## config.mk

```make
export PLATFORM = sky130hd
export DESIGN_NAME = terminal_line_editor_unit
export DESIGN_NICKNAME = d
export VERILOG_FILES = /design/src/tle_pkg.sv /design/src/terminal_line_editor_unit.sv
export SDC_FILE = /design/constraint.sdc
export NUM_CORES = 1
export LEC_CHECK = 0
export ABC_AREA = 1
export BUFFER_PORTS_ARGS = -buffer_cell sky130_fd_sc_hd__clkbuf_2
export CAP_MARGIN = 20
export CORE_ASPECT_RATIO = 0.9
export CORE_MARGIN = 4
export CORE_UTILIZATION = 45
export DETAILED_ROUTE_END_ITERATION = 7
export HOLD_SLACK_MARGIN = 0.06
export PLACE_DENSITY_LB_ADDON = 0.12
export SYNTH_ARGS = -nofsm -noshare
export SYNTH_HDL_FRONTEND = slang
export SYNTH_SLANG_ARGS = --single-unit
```

## constraint.sdc

```tcl
create_clock -name clock -period 2.7 [get_ports clock]
set_clock_uncertainty 0.05 [all_clocks]
set_input_delay 0.405 -clock clock [delete_from_list [all_inputs] [get_ports clock]]
set_output_delay 0.405 -clock clock [all_outputs]
set_load 0.02 [all_outputs]
```

## src/tle_pkg.sv

```systemverilog
package tle_pkg;

   typedef enum logic [1:0] {
      ACT_ECHO    = 2'd0,
      ACT_ERASE   = 2'd1,
      ACT_BELL    = 2'd2,
      ACT_NEWLINE = 2'd3
   } action_type;

   localparam logic [7:0] CH_ERASE = 8'h7F;
   localparam logic [7:0] CH_KILL  = 8'h15;
   localparam logic [7:0] CH_WORD  = 8'h17;
   localparam logic [7:0] CH_EOF   = 8'h04;
   localparam logic [7:0] CH_NL    = 8'h0A;
   localparam logic [7:0] CH_TAB   = 8'h09;
   localparam logic [7:0] CH_SPACE = 8'h20;
   localparam logic [7:0] CH_CR    = 8'h0D;

   // White space for word erase: tab through carriage return, and space.
   function automatic logic is_blank(input logic [7:0] b);
      is_blank = (b == CH_SPACE) || ((b >= CH_TAB) && (b <= CH_CR));
   endfunction

endpackage

```

## src/terminal_line_editor_unit.sv

```systemverilog
// Line editor for a character terminal: one typed byte per transfer in, terminal
// actions out.
//
// Channels: req_ carries one typed byte (req_in_byte) per transfer. rsp_ carries
// one terminal action per transfer: action code, echoed byte, session-over flag,
// and last, which marks the final action caused by one typed byte. Bytes that
// cause no action (erase, kill or word erase on an empty line, Ctrl-D on a
// non-empty line, anything after the session ended) are taken and dropped.
//
// Order: a single-action byte shows its result in the cycle after its transfer.
// Kill and word erase first enter their walk state, then give one erase per
// cycle while the receiver does not stall. The word erase walk is steered by the
// single line store, read through two registered ports at count-1 and count-2.
// Single-action bytes are taken back to back, one per cycle, unless stalled.
//
// Stall: one output register holds the pending action; while the receiver
// stalls, the walk and the input side hold. Reset clears the count, the
// session flag and the output valid; the line store is left as is.
module terminal_line_editor_unit #(
   parameter int LINE_CAPACITY = 32
) (
   input  logic        clock,
   input  logic        reset,
   input  logic        req_valid,
   output logic        req_ready,
   input  logic [7:0]  req_in_byte,
   output logic        rsp_valid,
   input  logic        rsp_ready,
   output logic [1:0]  rsp_action,
   output logic [7:0]  rsp_echo_byte,
   output logic        rsp_session_over,
   output logic        rsp_last
);

   localparam int CNT_W = $clog2(LINE_CAPACITY + 1);
   localparam int IDX_W = (LINE_CAPACITY > 1) ? $clog2(LINE_CAPACITY) : 1;

   typedef enum logic [1:0] {
      S_IDLE,
      S_KILL,
      S_WORD
   } state_type;

   // Line store and its two read ports.
   logic [7:0]       line_mem [LINE_CAPACITY];
   logic             wr_en;
   logic [IDX_W-1:0] wr_addr;
   logic [7:0]       wr_data;
   logic [IDX_W-1:0] rd_cur_addr;
   logic [IDX_W-1:0] rd_prev_addr;
   logic [7:0]       rd_cur_ff;
   logic [7:0]       rd_prev_ff;

   state_type        state_ff, state_in;
   logic [CNT_W-1:0] count_ff, count_in;
   logic             ended_ff, ended_in;
   logic             phase_ff, phase_in;

   logic             rsp_valid_ff, rsp_valid_in;
   tle_pkg::action_type rsp_action_ff, rsp_action_in;
   logic [7:0]       rsp_echo_byte_ff, rsp_echo_byte_in;
   logic             rsp_session_over_ff, rsp_session_over_in;
   logic             rsp_last_ff, rsp_last_in;

   logic             can_emit;
   logic             accept;
   logic             cur_blank;
   logic             word_phase;

   assign can_emit  = !rsp_valid_ff || rsp_ready;
   assign req_ready = (state_ff == S_IDLE) && can_emit;
   assign accept    = req_valid && req_ready;
   assign cur_blank = tle_pkg::is_blank(rd_cur_ff);
   // Once a non-blank character is met, the walk is inside the word.
   assign word_phase = phase_ff || !cur_blank;

   assign rsp_valid        = rsp_valid_ff;
   assign rsp_action       = rsp_action_ff;
   assign rsp_echo_byte    = rsp_echo_byte_ff;
   assign rsp_session_over = rsp_session_over_ff;
   assign rsp_last         = rsp_last_ff;

   always_comb begin
      state_in            = state_ff;
      count_in            = count_ff;
      ended_in            = ended_ff;
      phase_in            = phase_ff;
      rsp_valid_in        = rsp_valid_ff && !rsp_ready;
      rsp_action_in       = rsp_action_ff;
      rsp_echo_byte_in    = rsp_echo_byte_ff;
      rsp_session_over_in = rsp_session_over_ff;
      rsp_last_in         = rsp_last_ff;
      wr_en               = 1'b0;
      wr_addr             = count_ff[IDX_W-1:0];
      wr_data             = req_in_byte;

      unique case (state_ff)
         S_IDLE: begin
            if (accept && !ended_ff) begin
               rsp_echo_byte_in    = 8'h00;
               rsp_session_over_in = 1'b0;
               rsp_last_in         = 1'b1;
               if (req_in_byte == tle_pkg::CH_ERASE) begin
                  if (count_ff != '0) begin
                     rsp_valid_in  = 1'b1;
                     rsp_action_in = tle_pkg::ACT_ERASE;
                     count_in      = count_ff - CNT_W'(1);
                  end
               end else if (req_in_byte == tle_pkg::CH_KILL) begin
                  if (count_ff != '0) begin
                     state_in = S_KILL;
                  end
               end else if (req_in_byte == tle_pkg::CH_WORD) begin
                  if (count_ff != '0) begin
                     state_in = S_WORD;
                     phase_in = 1'b0;
                  end
               end else if (req_in_byte == tle_pkg::CH_EOF) begin
                  if (count_ff == '0) begin
                     rsp_valid_in        = 1'b1;
                     rsp_action_in       = tle_pkg::ACT_NEWLINE;
                     rsp_session_over_in = 1'b1;
                     ended_in            = 1'b1;
                  end
               end else if ((req_in_byte < tle_pkg::CH_SPACE) &&
                            (req_in_byte != tle_pkg::CH_NL) &&
                            (req_in_byte != tle_pkg::CH_TAB)) begin
                  rsp_valid_in  = 1'b1;
                  rsp_action_in = tle_pkg::ACT_BELL;
               end else if (count_ff < CNT_W'(LINE_CAPACITY)) begin
                  // Store and echo.
                  wr_en            = 1'b1;
                  rsp_valid_in     = 1'b1;
                  rsp_action_in    = tle_pkg::ACT_ECHO;
                  rsp_echo_byte_in = req_in_byte;
                  count_in         = count_ff + CNT_W'(1);
               end else begin
                  // Line full: drop the byte and start a fresh line.
                  rsp_valid_in  = 1'b1;
                  rsp_action_in = tle_pkg::ACT_NEWLINE;
                  count_in      = '0;
               end
            end
         end
         S_KILL: begin
            if (can_emit) begin
               rsp_valid_in        = 1'b1;
               rsp_action_in       = tle_pkg::ACT_ERASE;
               rsp_echo_byte_in    = 8'h00;
               rsp_session_over_in = 1'b0;
               rsp_last_in         = (count_ff == CNT_W'(1));
               count_in            = count_ff - CNT_W'(1);
               if (count_ff == CNT_W'(1)) begin
                  state_in = S_IDLE;
               end
            end
         end
         S_WORD: begin
            // rd_cur_ff holds entry count-1, rd_prev_ff entry count-2.
            if (can_emit) begin
               rsp_valid_in        = 1'b1;
               rsp_action_in       = tle_pkg::ACT_ERASE;
               rsp_echo_byte_in    = 8'h00;
               rsp_session_over_in = 1'b0;
               rsp_last_in         = (count_ff == CNT_W'(1)) ||
                                     (word_phase && tle_pkg::is_blank(rd_prev_ff));
               count_in            = count_ff - CNT_W'(1);
               phase_in            = word_phase;
               if (rsp_last_in) begin
                  state_in = S_IDLE;
               end
            end
         end
         default: begin
            state_in = S_IDLE;
         end
      endcase
   end

   // Read addresses follow the next count, so the read data lines up with it.
   assign rd_cur_addr  = (count_in != '0) ?
                         IDX_W'(count_in - CNT_W'(1)) : '0;
   assign rd_prev_addr = (count_in > CNT_W'(1)) ?
                         IDX_W'(count_in - CNT_W'(2)) : '0;

   always_ff @(posedge clock) begin
      if (wr_en) begin
         line_mem[wr_addr] <= wr_data;
      end
      // Forward a write to the same entry in this cycle.
      if (wr_en && (wr_addr == rd_cur_addr)) begin
         rd_cur_ff <= wr_data;
      end else begin
         rd_cur_ff <= line_mem[rd_cur_addr];
      end
      if (wr_en && (wr_addr == rd_prev_addr)) begin
         rd_prev_ff <= wr_data;
      end else begin
         rd_prev_ff <= line_mem[rd_prev_addr];
      end
   end

   always_ff @(posedge clock) begin
      if (reset) begin
         state_ff     <= S_IDLE;
         count_ff     <= '0;
         ended_ff     <= 1'b0;
         phase_ff     <= 1'b0;
         rsp_valid_ff <= 1'b0;
      end else begin
         state_ff     <= state_in;
         count_ff     <= count_in;
         ended_ff     <= ended_in;
         phase_ff     <= phase_in;
         rsp_valid_ff <= rsp_valid_in;
      end
      rsp_action_ff       <= rsp_action_in;
      rsp_echo_byte_ff    <= rsp_echo_byte_in;
      rsp_session_over_ff <= rsp_session_over_in;
      rsp_last_ff         <= rsp_last_in;
   end

endmodule

```

# Word-level counts from Yosys, hierarchy flattened
# Memory sizes are Yosys's and may differ from the RTL's. A register that Yosys moved wholly into a read port is not among the register bits.
# Index checks and enable logic that the tools add are counted.
op_classes:
  add_sub_neg: 4
  order_cmp: 7
  eq_ne: 28
  n_mux: 80
  bitwise: 3
  n_reduce_logical: 32
op_table:
  columns: ["op", "n"]
  rows:
  - ["two-way mux 8 bit", 8]
  - ["two-way mux 6 bit", 9]
  - ["two-way mux 2 bit", 19]
  - ["two-way mux 1 bit", 34]
  - ["AND reduction 7 bit", 3]
  - ["== test 8 x 5 -> 1 bit, second input constant", 2]
  - ["== test 8 x 6 -> 1 bit, second input constant", 2]
  - [">= comparator 8 x 4 -> 1 bit, second input constant", 2]
  - ["<= comparator 8 x 4 -> 1 bit, second input constant", 2]
  - ["inequality test 8 x 4 -> 1 bit, second input constant", 2]
  - ["one-hot mux 8 bit (2 select lines)", 1]
  - ["inequality test 2 bit, second input constant", 6]
  - ["inequality test 3 bit, second input constant", 4]
  - ["one-hot mux 6 bit (2 select lines)", 1]
  - ["nonzero test 6 bit", 2]
  - ["two-way mux 5 bit", 2]
  - ["logical AND 1 bit", 9]
  - ["AND reduction 9 bit", 1]
  - ["== test 8 x 3 -> 1 bit, second input constant", 1]
  - ["== test 8 x 7 -> 1 bit, second input constant", 1]
  - ["less-than comparator 8 x 6 -> 1 bit, second input constant", 1]
  - ["inequality test 2 x 1 -> 1 bit, second input constant", 4]
  - ["adder 6 x 1 -> 6 bit, second input constant", 1]
  - ["== test 6 x 1 -> 1 bit, second input constant", 1]
  - ["24 further kinds", 36]
totals:
  reg_bits: 23
  ram_bits: 256
  inputBits: 12
  out_inout_bits: 14
  elab_cells: 164
  mem_count: 1
memory_table:
  columns: ["memory", "depth", "word_bits", "rd", "rd_clocked_by_memory_dff", "write_ports", "line", "text"]
  rows:
  - ["line_mem", 32, 8, 2, 2, 1, "terminal_line_editor_unit.sv:45", "logic [7:0] line_mem [LINE_CAPACITY];"]

# Logic depth before layout (Yosys ltp)
logic_depth:
  ltp_word: 12
  mapped_depth: 20

# Least setup slack after synthesis
# OpenSTA, ideal clock, no wires.
synth_path:
  path_type: "register to register"
  from: "reg state_ff[0]"
  to: "reg (tool-made name)"
  t_arrival_ns: 2.388
  t_required_ns: 2.528
  slack_ns: 0.140
  stages_incl_launch_ff: 16
  path_buffers: 1
  period_less_slack_ns: 2.560
  cell_sequence: "dfxtp_1 -> inv_1 -> ha_1 -> buf_4 -> inv_2 -> nor2_2 -> nand3_2 -> inv_2 -> nor2_1 -> inv_1 -> o21ai_0 -> o21bai_2 -> ha_1 -> nand3_1 -> nor2_1 -> nor2_1"
synth_lines:
  columns: ["item", "line", "text"]
  rows:
  - ["from (decl)", "terminal_line_editor_unit.sv:54", "state_type state_ff, state_in;"]
  - ["from (signal assigned)", "terminal_line_editor_unit.sv:211", "state_ff <= state_in;"]

==> reports/metrics.cfg <==
[outcome]
status=complete, no violations

[layout]
fin_util_pct=53.5
antenna_cells=0
syn_to_final_growth_pct=16.0
nets=1811
drive_gt1_share_pct=12.8
n_fill_cell=2866

[setup_path]
endpoint_kind=flip-flop
arrival_ns=2.93
slowest_stage=dfxtp_1
path_class=reg2reg
cp_cell_sequence=inv_1 > ha_1 > nand2_1 > nor2_4 > inv_1 > nor2_1 > o31ai_1 > nand2_1 > o21ai_4 > inv_2 > ha_1 > o21ai_1 > nor2_2 > buf_4 > nor2_4
cp_slowest_stage_delay_ns=0.33
startpoint_type=flip-flop
path_delay_family=simple AND/OR/NAND/NOR gates
crit_required_ns=3.07
path_buf_inv=4
crit_fanout=7

[synth]
synth_top_area_share_pct=54.2
synthTopCellsByCount=562 x nand2_1, 364 x nand3_1, 268 x edfxtp_1
synth_area_sq_um=14800
synth_most_common_cell=nand2_1
netlist_instances=1696
synth_fp_nets=1722
synth-seq-cells=289
synth_enable_flop_cells=268
yosys.area.top_type=edfxtp_1
async_flop_share_pct=0
syn_avg_cell_area_sq_um=8.75
synth_area_leaders=edfxtp_1 54%, nand2_1 14%, nand3_1 12%, dfxtp_1 2.8%, inv_1 2.7%
synth_ff_type=edfxtp_1
seq_area_frac_synth_pct=57.1
synth.distinct_cells=40
yosysWarnings=0

[grt]
grt_overflow=0
grt_pass1_wl_mm=69.3
antenna_found_initial=2
grt_pass1_vias=11900
track_usage_pct=24.7
grt_max_degree=63

[clock_tree]
clock-sinks=289
htreeDepth=2
cts_made_buffers=34
clockBufferDepth=3
cts_tree=done
cts-root-buf=clkbuf_16
clkTransAtPathRegs_ns=0.06
postCtsHoldBufs=0
clk_latency_ns=0.51

[placed_design]
dpl.hpwl_mm=29.8
io_buffers=25
dp_slack_ns=-0.0964
place_congestion=0.961

[drt]
first_pass_iters=5
wl_per_cell_um=20.1
drt-total-wl_mm=44.7
first_iter_violations=1270
vias=12400
ant_nets=0
drcViolationCount=0
vias_per_cell=5.58

[floorplan]
rows=62
die_w_um=199
fp.dieH_um=180
initial_core_util_pct=46.1
pin_count=26
dieArea_sq_um=35900
core_area_sq_um=32200

[sta]
rsz0062_at_grt=no
finalHoldViolations=0
setup_viol=0
slew_violations=0
holdWs_ns=0.137
fmax_mhz=391
period_minus_slack_ns=2.55
tightest_slew_ns=0.679
layout_setup_ws_ns=0.146
fin_crit_sh_pct=94.6
relSlewSlack_pct=53.6

[flow_run]
cap_violations=0

[power]
power_density_nw_per_um2=1020
totalPowerFinal_mw=17.6
vdd_drop_max_mv=0.455
cellLeakagePower_nw=7.04

[worst_hold_path]
hold_class=in2reg

[cell type report]
class                      instances  area, sq um  share of cell area (%)
sequential                       289         8480                    49.3
tap                              416          520                    3.02
timing repair buffer             146         1230                    7.17
multi-input combinational       1198         5460                    31.7
inverter                         116          444                    2.58
clock inverter                    20          154                   0.894
clock buffer                      41          918                    5.34
[path summary, 6_finish.rpt]
path	from	cells past startpoint	slack (ns)	to
worst max register to register	count_ff[0]	15	0.15	flip-flop
worst min-delay path	reset	2	0.14	ended_ff
worst min register to register	ended_ff	2	0.43	ended_ff
worst max-delay path	count_ff[0]	15	0.15	flip-flop
[cell families (layout without fill, tap and decap cells)]
| family | after synthesis | after routing | synth area share [%] |
|---|---|---|---|
| simple gates | 1067 | 1067 | 30.8 |
| flops | 289 | 289 | 57.1 |
| buf+inv | 209 | 323 | 6.34 |
| compound gates | 110 | 110 | 4.23 |
| fa+ha+maj | 14 | 14 | 1.18 |
| xor+xnor | 7 | 7 | 0.413 |
[stage by stage]
stage	setup TNS, ns	cell area (sq um)	cells
after floorplan	0	14800	1696
after global placement	-0.142	16100	2165
after CTS	0	17200	2226
after detailed placement	-0.0964	16100	2165
final	0	17200	2226
after global routing	0	17200	2226
[layout by cell type (no fill, tap or decap), types with 4 or more instances in the layout]
master	instances
a21oi_1	30
o31ai_1	5
inv_1	103
o211ai_1	10
ha_1	13
nand4_1	11
nand3_1	364
nor2_1	95
clkbuf_16	35
xor2_1	4
nand2_1	561
inv_2	8
nor3_1	13
clkinv_2	4
o21ai_0	44
nor2_2	6
o21ai_1	8
buf_4	105
edfxtp_1	268
buf_12	16
clkbuf_2	25
clkinv_1	12
clkbuf_1	4
or2_2	4
dfxtp_1	16
[where the power goes]
part,internal (mW),leakage (nW),switching [mW]
registers,5.13,2.59,0.210
logic,2.54,3.93,5.30
clock network,2.62,0.519,1.80
total,10.3,7.04,7.31
[sequential cells by signal, indices dropped and copies added, names as in the netlist, named ones only]
name / flops
rsp_last: 1
ended_ff: 1
rsp_valid: 1
phase_ff: 1
count_ff: 6
state_ff: 2
rsp_action: 2
rsp_echo_byte: 8
rsp_session_over: 1
line_mem: 256
[timing repair]
action	in CTS	in global routing
pin swaps	0	1
endpoints found under the setup margin	1	12
buffers inserted	0	1
endpoints found under the hold margin	0	0
gates resized for setup	2	15
[layer usage]
layer | GRT usage, % | vias up | routed length, um
li1 | - | 5941 | -
met1 | 37.5 | 5810 | 19800
met2 | 36.1 | 584 | 19600
met3 | 4.56 | 86 | 4100
met4 | 7.61 | 2 | 1210
met5 | 0 | - | 13
Note: power is estimated with default switching activity, not from simulation.
